$ cat config.mk
export PLATFORM = sky130hd
export DESIGN_NAME = pd_4b5b_packet_receiver
export DESIGN_NICKNAME = d
export VERILOG_FILES = /design/src/hw/rtl/pdrx_pkg.sv /design/src/hw/rtl/pd_4b5b_packet_receiver.sv
export SDC_FILE = /design/constraint.sdc
export NUM_CORES = 1
export LEC_CHECK = 0
export BUFFER_PORTS_ARGS = -buffer_cell sky130_fd_sc_hd__buf_4
export CAP_MARGIN = 10
export CELL_PAD_IN_SITES_DETAIL_PLACEMENT = 2
export CELL_PAD_IN_SITES_GLOBAL_PLACEMENT = 2
export CORE_AREA = 2 2 159 161
export CTS_BUF_LIST = sky130_fd_sc_hd__clkbuf_2 sky130_fd_sc_hd__clkbuf_4 sky130_fd_sc_hd__clkbuf_8
export CTS_CLUSTER_SIZE = 14
export DETAILED_ROUTE_END_ITERATION = 8
export DIE_AREA = 0 0 161 163
export GPL_ROUTABILITY_DRIVEN = 0
export PLACE_DENSITY = 0.75
export SETUP_SLACK_MARGIN = 0.4
export SLEW_MARGIN = 20
export SYNTH_ARGS = -nofsm -noshare
export SYNTH_HDL_FRONTEND = slang
export SYNTH_SLANG_ARGS = --single-unit
$ cat constraint.sdc
create_clock -name clk -period 4.9 [get_ports clk]
set_clock_uncertainty 0.05 [all_clocks]
set_input_delay 0.245 -clock clk [delete_from_list [all_inputs] [get_ports clk]]
set_output_delay 0.245 -clock clk [all_outputs]
set_load 0.02 [all_outputs]
$ cat src/hw/rtl/pdrx_pkg.sv
// Package for the USB PD 4b5b packet receiver.
// Holds line codes, result event codes, the ordered-set patterns and the
// 4b5b decode and nibble CRC-32 functions. No dependencies.
`timescale 1ns / 1ps

package pdrx_pkg;

    typedef logic [4:0] sym_t;

    localparam sym_t K_SYNC1 = 5'h18;
    localparam sym_t K_SYNC2 = 5'h11;
    localparam sym_t K_SYNC3 = 5'h06;
    localparam sym_t K_RST1  = 5'h07;
    localparam sym_t K_RST2  = 5'h19;
    localparam sym_t K_EOP   = 5'h0d;

    localparam logic [2:0] EV_OS_SYM   = 3'd0;
    localparam logic [2:0] EV_OS_DONE  = 3'd1;
    localparam logic [2:0] EV_LOW_NIB  = 3'd2;
    localparam logic [2:0] EV_BYTE     = 3'd3;
    localparam logic [2:0] EV_EOP      = 3'd4;

    localparam logic [2:0] SOP_NONE    = 3'd7;

    localparam logic [31:0] CRC_INIT   = 32'hffff_ffff;
    localparam logic [31:0] CRC_POLY   = 32'hedb8_8320;
    // Good residue in register bit order (bit reverse of 0xc704dd7b).
    localparam logic [31:0] CRC_GOOD   = 32'hdebb_20e3;

    localparam int NUM_PATTERNS = 7;

    localparam sym_t OS_PATTERN [NUM_PATTERNS][4] = '{
        '{K_SYNC1, K_SYNC1, K_SYNC1, K_SYNC2},
        '{K_SYNC1, K_SYNC1, K_SYNC3, K_SYNC3},
        '{K_SYNC1, K_SYNC3, K_SYNC1, K_SYNC3},
        '{K_SYNC1, K_RST2,  K_RST2,  K_SYNC3},
        '{K_SYNC1, K_RST2,  K_SYNC3, K_SYNC2},
        '{K_RST1,  K_RST1,  K_RST1,  K_RST2},
        '{K_RST1,  K_SYNC1, K_RST1,  K_SYNC3}
    };

    // Bit 4 set marks a valid data code, the low four bits hold its value.
    localparam logic [4:0] DEC5B [32] = '{
        5'h00, 5'h00, 5'h00, 5'h00, 5'h00, 5'h00, 5'h00, 5'h00,
        5'h00, 5'h11, 5'h14, 5'h15, 5'h00, 5'h00, 5'h16, 5'h17,
        5'h00, 5'h00, 5'h18, 5'h19, 5'h12, 5'h13, 5'h1a, 5'h1b,
        5'h00, 5'h00, 5'h1c, 5'h1d, 5'h1e, 5'h1f, 5'h10, 5'h00
    };

    // Returns the first pattern that matches in at least three positions.
    function automatic logic [2:0] classify(input sym_t s0, input sym_t s1,
                                            input sym_t s2, input sym_t s3);
        logic [2:0] result;
        logic [2:0] hits;
        result = SOP_NONE;
        for (int p = NUM_PATTERNS - 1; p >= 0; p--)
        begin
            hits = 3'((s0 == OS_PATTERN[p][0])) + 3'((s1 == OS_PATTERN[p][1]))
                 + 3'((s2 == OS_PATTERN[p][2])) + 3'((s3 == OS_PATTERN[p][3]));
            if (hits >= 3'd3)
            begin
                result = 3'(p);
            end
        end
        return result;
    endfunction

    function automatic logic [31:0] crc_nibble(input logic [31:0] crc,
                                               input logic [3:0] nib);
        logic [31:0] c;
        c = crc ^ {28'd0, nib};
        for (int i = 0; i < 4; i++)
        begin
            c = (c >> 1) ^ (c[0] ? CRC_POLY : 32'd0);
        end
        return c;
    endfunction

    function automatic logic [3:0] next_offset(input logic [3:0] off);
        logic [2:0] n;
        n = 3'(off + 4'd5);
        return (n == 3'd0) ? 4'd8 : {1'b0, n};
    endfunction

endpackage

$ cat src/hw/rtl/pd_4b5b_packet_receiver.sv
// USB PD 4b5b packet receiver: sync hunt, ordered-set classification,
// 4b5b decode and nibble CRC-32 check. Depends on pdrx_pkg.
//
//   Channel  Signals                     Direction  Payload
//   in       in_valid / in_ready         input      line_byte
//   out      out_valid / out_ready       output     event_res .. last
//
// A line byte yields zero, one or two symbols and one result per symbol.
// A byte that yields two symbols passes them one at a time through the
// single symbol decode and CRC path, and keeps the input register meanwhile.
// The input register takes a new byte in the cycle its last symbol moves
// to the result register, so bytes flow back to back while out_ready holds.
// A stalled result register holds the symbol path; a byte with no symbol
// found while hunting is consumed even during a stall.
// Reset returns to hunting with the CRC at all ones; there is no clearing pass.
`timescale 1ns / 1ps

module pd_4b5b_packet_receiver #(
    parameter int MAX_PACKET_BYTES = 64
) (
    input  logic                 clk,
    input  logic                 rst_n,
    input  logic                 in_valid,
    output logic                 in_ready,
    input  logic [7:0]           line_byte,
    output logic                 out_valid,
    input  logic                 out_ready,
    output logic [2:0]           event_res,
    output logic [2:0]           sop_type,
    output logic [4:0]           raw_symbol,
    output logic [3:0]           nibble,
    output logic [7:0]           data_byte,
    output logic [5:0]           byte_index,
    output logic                 code_error,
    output logic [31:0]          crc_value,
    output logic                 crc_ok,
    output logic                 last
);
    import pdrx_pkg::*;

    localparam int BW = $clog2(MAX_PACKET_BYTES + 1);
    localparam logic [2:0] SC_HUNT = 3'd0;
    localparam logic [2:0] SC_OS_LAST = 3'd3;
    localparam logic [2:0] SC_LOW = 3'd4;
    localparam logic [2:0] SC_HIGH = 3'd5;

    logic            in_full_reg;
    logic [7:0]      in_byte_reg;
    logic            phase_reg;
    logic [7:0]      prev_byte_reg;
    logic [3:0]      bit_offset_reg;
    logic [2:0]      sym_count_reg;
    sym_t            os_store_reg [4];
    logic [31:0]     crc_reg;
    logic [3:0]      pend_nib_reg;
    logic [2:0]      sop_reg;
    logic [BW-1:0]   bytes_done_reg;

    logic            out_valid_reg;
    logic [2:0]      event_res_reg;
    logic [2:0]      sop_type_reg;
    sym_t            raw_symbol_reg;
    logic [3:0]      nibble_reg;
    logic [7:0]      data_byte_reg;
    logic [5:0]      byte_index_reg;
    logic            code_error_reg;
    logic [31:0]     crc_value_reg;
    logic            crc_ok_reg;
    logic            last_reg;

    logic [15:0]     win;
    logic            hunting;
    logic            hit;
    logic [3:0]      hit_off;
    logic            skip;
    logic            out_free;
    logic            step;
    logic            done_item;
    logic [3:0]      off_cur;
    logic [3:0]      shift_amt;
    sym_t            sym;
    logic [2:0]      sop_cur;
    logic [BW-1:0]   bytes_cur;
    logic [BW-1:0]   bytes_inc;
    logic [3:0]      off_next;
    logic            second;

    logic [4:0]      code;
    logic [3:0]      dec_nib;
    logic [31:0]     crc_data;

    logic            ended;
    logic [2:0]      sym_count_next;
    logic [31:0]     crc_next;
    logic [3:0]      pend_nib_next;
    logic [2:0]      sop_next;
    logic [BW-1:0]   bytes_done_next;
    logic [2:0]      ev_next;
    logic [3:0]      nib_next;
    logic [7:0]      byte_next;
    logic [5:0]      idx_next;
    logic            err_next;
    logic            ok_next;

    assign win = {in_byte_reg, prev_byte_reg};
    assign hunting = (sym_count_reg == SC_HUNT) && !phase_reg;

    always_comb
    begin
        hit = 1'b0;
        hit_off = 4'd8;
        for (int s = 1; s <= 8; s++)
        begin
            if ((5'(win >> s) == K_SYNC1) || (5'(win >> s) == K_RST1))
            begin
                hit = 1'b1;
                hit_off = 4'(s);
            end
        end
    end

    assign skip = in_full_reg && hunting && !hit;
    assign out_free = !out_valid_reg || out_ready;
    assign step = in_full_reg && !skip && out_free;

    assign off_cur = hunting ? hit_off : bit_offset_reg;
    assign shift_amt = phase_reg ? off_cur + 4'd8 : off_cur;
    assign sym = 5'(win >> shift_amt);
    assign sop_cur = hunting ? SOP_NONE : sop_reg;
    assign bytes_cur = hunting ? '0 : bytes_done_reg;
    assign bytes_inc = bytes_cur + BW'(1);
    assign off_next = next_offset(off_cur);

    assign code = DEC5B[sym];
    assign dec_nib = code[3:0];
    assign crc_data = crc_nibble(crc_reg, dec_nib);

    always_comb
    begin
        ended = 1'b0;
        sym_count_next = sym_count_reg;
        crc_next = crc_reg;
        pend_nib_next = pend_nib_reg;
        sop_next = sop_cur;
        bytes_done_next = bytes_cur;
        ev_next = EV_OS_SYM;
        nib_next = 4'd0;
        byte_next = 8'd0;
        idx_next = 6'd0;
        err_next = 1'b0;
        ok_next = 1'b0;
        if (sym == K_EOP)
        begin
            ended = 1'b1;
            sym_count_next = SC_HUNT;
            ev_next = EV_EOP;
            ok_next = (crc_reg == CRC_GOOD);
        end
        else if (sym_count_reg < SC_LOW)
        begin
            sym_count_next = sym_count_reg + 3'd1;
            if (sym_count_reg == SC_OS_LAST)
            begin
                sop_next = classify(os_store_reg[0], os_store_reg[1],
                                    os_store_reg[2], sym);
                crc_next = CRC_INIT;
                pend_nib_next = 4'd0;
                ev_next = EV_OS_DONE;
            end
        end
        else
        begin
            crc_next = crc_data;
            nib_next = dec_nib;
            err_next = !code[4];
            idx_next = (bytes_cur > BW'(63)) ? 6'd63 : bytes_cur[5:0];
            if (sym_count_reg == SC_LOW)
            begin
                pend_nib_next = dec_nib;
                sym_count_next = SC_HIGH;
                ev_next = EV_LOW_NIB;
            end
            else
            begin
                byte_next = {dec_nib, pend_nib_reg};
                sym_count_next = SC_LOW;
                ev_next = EV_BYTE;
                bytes_done_next = bytes_inc;
                if (bytes_inc >= BW'(MAX_PACKET_BYTES))
                begin
                    sym_count_next = SC_HUNT;
                    ended = 1'b1;
                end
            end
        end
    end

    assign second = !phase_reg && !ended && (off_next < 4'd4);
    assign done_item = skip || (step && !second);
    assign in_ready = !in_full_reg || done_item;

    always_ff @(posedge clk or negedge rst_n)
    begin
        if (!rst_n)
        begin
            in_full_reg <= 1'b0;
            phase_reg <= 1'b0;
            prev_byte_reg <= 8'd0;
            bit_offset_reg <= 4'd8;
            sym_count_reg <= SC_HUNT;
            crc_reg <= CRC_INIT;
            pend_nib_reg <= 4'd0;
            sop_reg <= SOP_NONE;
            bytes_done_reg <= '0;
            out_valid_reg <= 1'b0;
        end
        else
        begin
            if (in_valid && in_ready)
            begin
                in_full_reg <= 1'b1;
            end
            else if (done_item)
            begin
                in_full_reg <= 1'b0;
            end
            if (done_item)
            begin
                prev_byte_reg <= in_byte_reg;
            end
            if (step)
            begin
                phase_reg <= second;
                bit_offset_reg <= off_next;
                sym_count_reg <= sym_count_next;
                crc_reg <= crc_next;
                pend_nib_reg <= pend_nib_next;
                sop_reg <= sop_next;
                bytes_done_reg <= bytes_done_next;
                out_valid_reg <= 1'b1;
            end
            else if (out_ready)
            begin
                out_valid_reg <= 1'b0;
            end
        end
    end

    always_ff @(posedge clk)
    begin
        if (in_valid && in_ready)
        begin
            in_byte_reg <= line_byte;
        end
        if (step && (sym != K_EOP) && (sym_count_reg < SC_LOW))
        begin
            os_store_reg[sym_count_reg[1:0]] <= sym;
        end
        if (step)
        begin
            event_res_reg <= ev_next;
            sop_type_reg <= sop_next;
            raw_symbol_reg <= sym;
            nibble_reg <= nib_next;
            data_byte_reg <= byte_next;
            byte_index_reg <= idx_next;
            code_error_reg <= err_next;
            crc_value_reg <= crc_next;
            crc_ok_reg <= ok_next;
            last_reg <= !second;
        end
    end

    assign out_valid = out_valid_reg;
    assign event_res = event_res_reg;
    assign sop_type = sop_type_reg;
    assign raw_symbol = raw_symbol_reg;
    assign nibble = nibble_reg;
    assign data_byte = data_byte_reg;
    assign byte_index = byte_index_reg;
    assign code_error = code_error_reg;
    assign crc_value = crc_value_reg;
    assign crc_ok = crc_ok_reg;
    assign last = last_reg;

endmodule

## Word-level counts from Yosys, hierarchy flattened

Memory sizes are Yosys's and may differ from the RTL's.
Index checks and enable logic that the tools add are counted.

| word-level totals | value |
|---|---|
| bits in registers | 136 |
| bits in writable memories | 20 |
| memory bits (read-only) | 160 |
| input bits | 12 |
| output and inout bits | 66 |
| word-level logic and storage cells | 203 |
| memories kept | 2 |

Memories:

| memory | words | width | read ports | clocked after memory_dff | write ports | RTL line | RTL |
|---|---|---|---|---|---|---|---|
| (no name shown) | 32 | 5 | 1 | 0 | 0 | pd_4b5b_packet_receiver.sv:134 | `assign code = DEC5B[sym];` |
| os_store_reg | 4 | 5 | 3 | 0 | 1 | pd_4b5b_packet_receiver.sv:53 | `sym_t os_store_reg [4];` |

| operators by class | value |
|---|---|
| $add $sub $neg | 23 |
| $lt $le $gt $ge | 12 |
| equality and inequality tests | 35 |
| shift operators | 1 |
| mux-type cells | 64 |
| bitwise operators | 7 |
| reductions and logical operators | 38 |

Operators with widths:

| cell | number |
|---|---|
| two-way mux 32 bit | 7 |
| XOR 31 x 32 -> 32 bit | 4 |
| equality test 5 bit, second input constant | 15 |
| equality test 5 x 3 -> 1 bit, second input constant | 14 |
| two-way mux 4 bit | 14 |
| two-way mux 3 bit | 15 |
| equality test 32 bit, second input constant | 1 |
| XOR 32 x 4 -> 32 bit | 1 |
| two-way mux 7 bit | 4 |
| adder 3 x 1 -> 3 bit | 9 |
| >= comparator 3 x 2 -> 1 bit, second input constant | 7 |
| two-way mux 1 bit | 21 |
| right shift 16 x 4 -> 5 bit | 1 |
| adder 2 x 1 -> 3 bit | 5 |
| logical AND 1 bit | 11 |
| logical OR 1 bit | 11 |
| adder 1 x 1 -> 2 bit | 5 |
| two-way mux 5 bit | 2 |
| zero test 1 bit | 8 |
| adder 7 x 1 -> 7 bit, second input constant | 1 |
| >= comparator 7 bit, second input constant | 1 |
| greater-than comparator 7 x 6 -> 1 bit, second input constant | 1 |
| >= comparator 6 bit, second input constant | 1 |
| zero test 3 bit | 2 |
| other kinds (17) | 19 |

## Logic depth before layout (Yosys ltp)

Gate-level depths: netlist (run 1).

| logic depth | value |
|---|---|
| word-level depth | 29 |
| gate-level depth with buffers | 31 |
| mapped depth without buffers | 27 |

## Worst setup path after synthesis (run 1)

Ideal clock, no wire load.

| path | value |
|---|---|
| kind | reg-to-reg |
| start point | reg sym_count_reg[0] |
| end point | reg sop_reg[0] |
| setup time | 0.069 ns |
| data arrival time | 5.164 ns |
| required time | 4.781 ns |
| path slack | -0.383 ns |
| stages on the path, launching flop included | 29 |
| path buffers | 3 |
| clock period less this slack | 5.283 ns |
| path through | dfrtp_1 -> inv_1 -> ha_1 -> or3b_1 -> clkbuf_1 -> o31a_2 -> a21o_1 -> buf_6 -> inv_6 -> mux2i_1 -> mux2i_1 -> a211oi_4 -> clkbuf_1 -> nand2_1 -> or3_1 -> fa_1 -> inv_1 -> ha_1 -> ha_1 -> a21o_1 -> nand2_1 -> nand2_1 -> nand2_1 -> nand2_1 -> nand2_1 -> nand2_1 -> mux2i_1 -> nand2_1 -> nand2_1 |

| between the ends | value |
|---|---|
| cells in the longest elaborated chain, start to end | 19 |
| elaborated cells on any way between the ends | 42 |
| those cells by class | add/sub: 8; order compare: 8; eq/ne: 5; shift: 1; mux: 13; reduce/logical: 7 |

RTL lines:

| element | RTL line | RTL |
|---|---|---|
| from (decl) | pd_4b5b_packet_receiver.sv:52 | `logic [2:0] sym_count_reg;` |
| from (signal assigned) | pd_4b5b_packet_receiver.sv:235 | `sym_count_reg <= sym_count_next;` |
| zero test 3 bit | pd_4b5b_packet_receiver.sv:106 | `assign hunting = (sym_count_reg == SC_HUNT) && !phase_reg;` |
| logical AND 1 bit | pd_4b5b_packet_receiver.sv:106 |  |
| two-way mux 4 bit | pd_4b5b_packet_receiver.sv:126 | `assign off_cur = hunting ? hit_off : bit_offset_reg;` |
| adder 4 bit | pd_4b5b_packet_receiver.sv:127 | `assign shift_amt = phase_reg ? off_cur + 4'd8 : off_cur;` |
| two-way mux 4 bit | pd_4b5b_packet_receiver.sv:127 |  |
| right shift 16 x 4 -> 5 bit | pd_4b5b_packet_receiver.sv:128 | `assign sym = 5'(win >> shift_amt);` |
| equality test 5 x 3 -> 1 bit | pdrx_pkg.sv:59 | `+ 3'((s2 == OS_PATTERN[p][2])) + 3'((s3 == OS_PATTERN[p][3]));` |
| adder 3 x 1 -> 3 bit | pdrx_pkg.sv:59 |  |
| >= comparator 3 x 2 -> 1 bit | pdrx_pkg.sv:60 | `if (hits >= 3'd3)` |
| two-way mux 1 bit | pdrx_pkg.sv:60 |  |
| two-way mux 3 bit (6 in series) | pdrx_pkg.sv:60 |  |
| two-way mux 3 bit | pd_4b5b_packet_receiver.sv:162 | `if (sym_count_reg == SC_OS_LAST)` |
| two-way mux 3 bit | pd_4b5b_packet_receiver.sv:159 | `else if (sym_count_reg < SC_LOW)` |
| two-way mux 3 bit (*) | pd_4b5b_packet_receiver.sv:152 | `if (sym == K_EOP)` |
| net sop_next[0] | pd_4b5b_packet_receiver.sv:96 | `logic [2:0] sop_next;` |
| to (signal assigned) | pd_4b5b_packet_receiver.sv:238 | `sop_reg <= sop_next;` |
| to (decl) | pd_4b5b_packet_receiver.sv:56 | `logic [2:0] sop_reg;` |

Mark *: on every way through the listed nets, which the timed path passes. The rest lies on a longest branch.
A chain may end at the register's enable or synchronous reset.

## Worst setup path after layout (run 1)

| path | value |
|---|---|
| start point | reg sym_count_reg[1] |
| end point | reg sop_reg[0] |

| between the ends | value |
|---|---|
| cells in the longest elaborated chain, start to end | 19 |
| elaborated cells on any way between the ends | 42 |
| those cells by class | add/sub: 8; order compare: 8; eq/ne: 5; shift: 1; mux: 13; reduce/logical: 7 |

RTL lines:

| element | RTL line | RTL |
|---|---|---|
| zero test 3 bit (*) | pd_4b5b_packet_receiver.sv:106 |  |
| logical AND 1 bit (*) | pd_4b5b_packet_receiver.sv:106 |  |
| two-way mux 4 bit (*) | pd_4b5b_packet_receiver.sv:126 |  |
| adder 4 bit | pd_4b5b_packet_receiver.sv:127 |  |
| two-way mux 4 bit (*) | pd_4b5b_packet_receiver.sv:127 |  |
| right shift 16 x 4 -> 5 bit (*) | pd_4b5b_packet_receiver.sv:128 |  |
| net sym[1] | pd_4b5b_packet_receiver.sv:81 | `sym_t sym;` |
| equality test 5 x 3 -> 1 bit | pdrx_pkg.sv:59 |  |
| adder 3 x 1 -> 3 bit | pdrx_pkg.sv:59 |  |
| >= comparator 3 x 2 -> 1 bit | pdrx_pkg.sv:60 |  |
| two-way mux 1 bit | pdrx_pkg.sv:60 |  |
| two-way mux 3 bit (6 in series) | pdrx_pkg.sv:60 |  |
| two-way mux 3 bit | pd_4b5b_packet_receiver.sv:162 |  |
| two-way mux 3 bit | pd_4b5b_packet_receiver.sv:159 |  |
| two-way mux 3 bit (*) | pd_4b5b_packet_receiver.sv:152 |  |
| net sop_next[0] | pd_4b5b_packet_receiver.sv:96 |  |

Marked as above.

==> summary.md, run 1 <==
| Metric | Value |
|---|---|
| I/O pins | 78 |
| Row count | 58 |
| Number of remaining DRC errors | 0 |
| Tightest Pin Transition | around 1.1 ns |
| Pre-antenna DRT Iters | 7 |
| Distinct cells, synth | about 100 |
| Reg2Reg Depth | 30 |
| Commonest non-fill, non-tap cell in the layout | buf_4 |
| Critical path launch point type | flop |
| Reg-to-Reg End | sop_reg[0] |
| GRT overflow | 0 |
| Post-synth EDFFs | 87 |
| Most frequent cells in the layout | 206 x buf_4, 87 x edfxtp_1, 64 x nor2_1 |
| R2r setup slk | -0.70 ns |
| WP data required | roughly 5.3 ns |
| CTS tree | built |
| Critical path peak fanout | 7 |
| Gr usage total | a little under a third |
| Minimum hold slack | 0.400 ns |
| Placed Cells incl. Taps | approximately 1300 |
| Final Slew Violations | 0 |
| Max Root-Sink Buffers | 2 |
| Setup slack after layout | -0.697 ns |
| Register area share after synthesis | a little under half |
| Pin count of the biggest net entering global routing | 65 |
| Final-report setup violation count | roughly 100 |
| FMAX | 179 MHz |
| Share of layout cells above drive strength 1 | a little over half |
| Critical Path Max Stage Delay | 0.52 ns |
| Post-route insts no fill | ~1400 |
| Critical Path AT | around 6 ns |
| First-pass GRT wire length | ~59000 µm |
| Vias per cell | 6.23 |
| CTS Root Cell | clkbuf_8 |
| Area grow syn2layout | 54.8% |
| Critical path launch point | sym_count_reg[1] |
| Final count of hold timing violations | 0 |
| Synthesized area | ~0.0089 mm² |
| Routed vias | roughly 8900 |
| Core Footprint | ~0.025 mm² |
| Min Tclk post-route | ~5.6 ns |
| Max-cap violations | 0 |
| CTS H-tree lvls | 4 |
| HP Class | in2reg |
| Warnings, synthesis | 0 |
| Setup CP Type | reg2reg |
| Drt first-iter violations | 718 |
| Period utilization | 114% |
| Die Y-Extent | roughly 160 µm |
| Worst reg2reg startpoint | sym_count_reg[1] |
| I/O Buffers | just under 80 |
| Antenna Nets Post-Route | 0 |
| End of the critical path | sop_reg[0] |
| Antenna violations before repair | 1 |
| Cell mode on critical path | nand2_1 |
| Vias in the first global route | approximately 9000 |
| FF+latch count, synth | roughly 150 |
| Number of antenna diodes | 0 |
| Main flop type after synthesis | edfxtp_1 |
| Mean Syn Cell Area | roughly 11 µm² |
| Cts bufs inserted | 17 |
| Clock sinks | 151 |
| Total routed wirelength | between 50000 and 60000 µm |
| Slew margin rel. | between 20% and 30% |
| DPL Wire Length | between 20000 and 25000 µm |
| RSZ-0062 raised after global routing | true |
| Fin nets | 1132 |
| Final TNS setup | -30.16 ns |
| CP Capture Type | flop |
| Finished Core Util | between 50 and 60% |
| Die Wd | about 160 µm |
| DR WL/cell | around 36 µm |
| Worst-path clk slew | between 0.1 and 0.15 ns |
| Post-Syn Instances | just over 800 |
| CP max stage cell | fa_1 |
| Die area | 0.0262 mm² |
| Violated checks | negative setup slack |
| Initial Util | a little over a third |
| Asr flop ratio synth | between 40% and 50% |
| Clock latency on the worst-skew pair | 0.52 ns |
| Outcome | complete, but fails checks |
| Synth Net Count | 861 |
==> worst min path at each step <==
stage                                   end          from  cells past startpoint
after global placement       in_byte_reg[7]  line_byte[7]                      1
after floorplan           bit_offset_reg[0]         rst_n                      0
after CTS                    in_byte_reg[0]  line_byte[0]                      2
final                        in_byte_reg[0]  line_byte[0]                      2
after detailed placement     in_byte_reg[4]  line_byte[4]                      1
after global routing         in_byte_reg[1]  line_byte[1]                      2
==> repair_timing <==
action,4_1_cts,5_1_grt
hold endpoints to repair,38,0
hold buffers,11,0
pin swaps,76,71
gates resized for setup,190,165
setup buffers,49,50
setup endpoints to repair,120,127
gates cloned,0,7
==> metal layers <==
metal,wire length [µm],up-vias,global-route usage (%)
met5,0,-,0
met4,3860,0,12.5
met3,2790,224,5.14
met2,25500,501,54.8
met1,19000,4656,36.6
li1,-,3516,-
==> stage by stage <==
step / area, µm² / setup slack [ns]
floorplan: 9020 / -0.0916
global placement: 10600 / -0.0533
detailed placement: 10600 / -0.206
CTS: 12500 / -0.00382
global route: 13800 / -0.750
finish: 13800 / -0.697
==> cell families (layout without fill, tap and decap cells) <==
group                      Yosys count  in the layout  share of synthesized area, %
adders and majority gates           34             34                          5.36
buffers and inverters               89            373                          4.52
AOI/OAI and AO/OA                  189            189                          15.8
DFF                                151            151                          47.8
muxes                               32             32                          3.96
xor gates and xnor gates            37             37                          5.67
and+or+nand+nor                    283            283                          16.9
==> final cells by class <==
class	instances	area, µm²
fillers	2336	10900
multi-input cells	575	5680
flip-flops and latches	151	4260
repair buffers	297	2740
well taps	330	413
clock buffers	17	234
inverters	42	215
clock inverters	15	208
repair inverters	2	31.3
==> worst max-delay path, delay by kind of cell (launching register included) <==
family	cells	cell delay, ns
compound gates	6	1.09
flops	1	0.45
buf+inv	6	0.86
fa+ha+maj	4	1.15
simple gates	13	1.74
mux	1	0.20
==> synth_stat cells, drive strengths merged (22+ instances only) <==
cell type / instances / share of area, %
nand2: 71 / 3.1
xnor2: 22 / 2.9
a21oi: 49 / 2.8
o21ai: 29 / 1.8
ha: 27 / 3.8
dfstp: 36 / 11
buf: 26 / 1.8
o22a: 25 / 2.5
edfxtp: 87 / 29
inv: 40 / 1.7
dfrtp: 28 / 7.9
nor2: 79 / 3.4
Power of run 1 is not shown: default switching activity piles up to over one toggle a cycle in this logic, so the estimate is an artifact.
==> run 2, diff against run 1 <==
--- a/config.mk
+++ b/config.mk
@@ -15,7 +15,7 @@
 export DETAILED_ROUTE_END_ITERATION = 8
 export DIE_AREA = 0 0 161 163
 export GPL_ROUTABILITY_DRIVEN = 0
-export PLACE_DENSITY = 0.75
+export PLACE_DENSITY_LB_ADDON = 0.15
 export SETUP_SLACK_MARGIN = 0.4
 export SLEW_MARGIN = 20
 export SYNTH_ARGS = -nofsm -noshare
==> run 2 against run 1 <==
The flow still finishes with violations (negative setup slack). Wire length down 4.3%. First-iteration DRC count down 1.7%. Non-clock buffer count up 36. Via count down 0.94%. Core utilization about the same. Largest cell class unchanged. Critical path type unchanged.
==> summary.md, run 2 (synthesized netlist as in run 1, its figures left out) <==
| Metric | Value |
|---|---|
| Total routed wirelength | 48900 µm (was 51100 µm) |
| Tightest Pin Transition | 1.04 ns (was 1.12 ns) |
| Clock latency on the worst-skew pair | 0.50 ns (was 0.52 ns) |
| Die area | 0.0262 mm² (unchanged) |
| Fillers | 2349 (was 2336) |
| Vias in the first global route | 9122 (was 9048) |
| Setup slack after layout | -0.783 ns (was -0.697 ns) |
| Reg-to-Reg End | sop_reg[0] (unchanged) |
| Gr usage total | 29.4% (was 30.6%) |
| CP max stage cell | fa_1 (unchanged) |
| DR WL/cell | 33.5 µm (was 35.8 µm) |
| Share of layout cells above drive strength 1 | 54.4% (about the same) |
| Die Y-Extent | 163 µm (unchanged) |
| Worst-path clk slew | 0.12 ns (about the same) |
| Worst Hold Path Cells | 2 (unchanged) |
| R2r setup slk | -0.78 ns (was -0.70 ns) |
| Max-cap violations | 0 (unchanged) |
| Slew margin rel. | 30.9% (was 25.2%) |
| Number of remaining DRC errors | 0 (unchanged) |
| Storage element area | 0.00426 mm² (about the same) |
| Hold Startpoint | line_byte[3] (was line_byte[0]) |
| Hold EP | in_byte_reg[3] (was in_byte_reg[0]) |
| Initial Util | 36.1% (unchanged) |
| GRT overflow | 0 (unchanged) |
| WP data required | 5.27 ns (was 5.30 ns) |
| Finished Core Util | 55.9% (about the same) |
| FMAX | 176 MHz (was 179 MHz) |
| Drt first-iter violations | 706 (was 718) |
| Vias per cell | 6.02 (was 6.23) |
| Pin count of the biggest net entering global routing | 65 (unchanged) |
| Die Wd | 161 µm (unchanged) |
| Number of antenna diodes | 0 (unchanged) |
| Final-report setup violation count | 103 (was 99) |
| Critical path peak fanout | 9 (was 7) |
| Area grow syn2layout | 54.9% (was 54.8%) |
| Reg2Reg Depth | 29 (was 30) |
| Core Footprint | 0.0247 mm² (unchanged) |
| Min Tclk post-route | 5.68 ns (was 5.60 ns) |
| Outcome | complete, but fails checks (unchanged) |
| Post-DP Area | 0.0108 mm² (was 0.0106 mm²) |
| Critical Path AT | 6.06 ns (was 6.00 ns) |
| Final Slew Violations | 0 (unchanged) |
| Antenna violations before repair | 2 (was 1) |
| Fin nets | 1166 (was 1132) |
| Minimum hold slack | 0.421 ns (was 0.400 ns) |
| Critical Path Max Stage Delay | 0.55 ns (was 0.52 ns) |
| CTS tree | built (unchanged) |
| Setup CP Type | reg2reg (unchanged) |
| CTS Root Cell | clkbuf_8 (unchanged) |
| Antenna Nets Post-Route | 0 (unchanged) |
| Period utilization | 116% (was 114%) |
| Area of the multi-input gates | 0.00548 mm² (was 0.00568 mm²) |
| I/O Buffers | 77 (unchanged) |
| Pre-antenna DRT Iters | 7 (unchanged) |
| CTS H-tree lvls | 4 (unchanged) |
| Commonest non-fill, non-tap cell in the layout | buf_4 (unchanged) |
| Routed vias | 8813 (was 8897) |
| Clock sinks | 151 (unchanged) |
| Row count | 58 (unchanged) |
| RSZ-0062 raised after global routing | true (unchanged) |
| HP Class | in2reg (unchanged) |
| Cell mode on critical path | nand2_1 (unchanged) |
| Critical path launch point | in_byte_reg[1] (was sym_count_reg[1]) |
| Worst reg2reg startpoint | in_byte_reg[1] (was sym_count_reg[1]) |
| Violated checks | negative setup slack (unchanged) |
| Final count of hold timing violations | 0 (unchanged) |
| Max Root-Sink Buffers | 2 (unchanged) |
| CP Capture Type | flop (unchanged) |
| Pre-CTS setup slack | -0.354 ns (was -0.206 ns) |
| Cts bufs inserted | 17 (unchanged) |
| Design area | 0.0138 mm² (about the same) |
| Most frequent cells in the layout | 238 x buf_4, 87 x edfxtp_1, 73 x nor2_1 (was 206 x buf_4, 87 x edfxtp_1, 64 x nor2_1) |
| DPL Wire Length | 22600 µm (was 22100 µm) |
| Critical path launch point type | flop (unchanged) |
| First-pass GRT wire length | 57600 µm (was 59300 µm) |
| I/O pins | 78 (unchanged) |
==> run 2: through the flow <==
| step | setup TNS (ns) | instances |
|---|---|---|
| after floorplan | -0.0916 | 815 |
| after global placement | -0.0815 | 1305 |
| after detailed placement | -6.17 | 1305 |
| after CTS | -0.156 | 1408 |
| after global routing | -31.51 | 1463 |
| final | -27.37 | 1463 |
==> run 2: how the worst max path moves through the flow <==
stage                              end  slack (ns)
after floorplan             sop_reg[0]       -0.09
after global placement    crc_value[8]       -0.05
after detailed placement   sop_type[0]       -0.35
after CTS                   sop_reg[0]       -0.09
after global routing        sop_reg[0]       -0.86
final                       sop_reg[0]       -0.78
==> run 2: layer usage <==
metal / vias to the layer above / track usage (%) / part of all wire (%)
li1: 3586 / - / -
met1: 4616 / 35.2 / 39
met2: 455 / 53.0 / 50
met3: 154 / 4.97 / 6.0
met4: 2 / 11.4 / 4.8
met5: - / 0 / 0.020
==> run 2: cell type report <==
type	count	area share, %
multi-input cells	575	39.7
flip-flops and latches	151	30.9
repair buffers	333	21.9
well taps	330	2.99
clock buffers	18	1.75
inverters	42	1.50
clock inverters	14	1.28
==> run 2: what timing repair did <==
action / 4_1_cts / 5_1_grt
hold buffers: 11 / 0
pin swaps: 78 / 75
setup buffers: 60 / 49
endpoints found under the setup margin: 131 / 132
endpoints found under the hold margin: 38 / 0
resized for setup: 173 / 153
gates cloned: 0 / 6
==> run 2: worst max-delay path: cells and delay by family (launching register included) <==
family,cells,cell delay (ns)
compound gates,6,1.21
fa+ha+maj,3,0.96
buf+inv,6,0.85
flops,1,0.44
mux,1,0.20
simple gates,13,1.89
Power of run 2 is left out for the same reason.
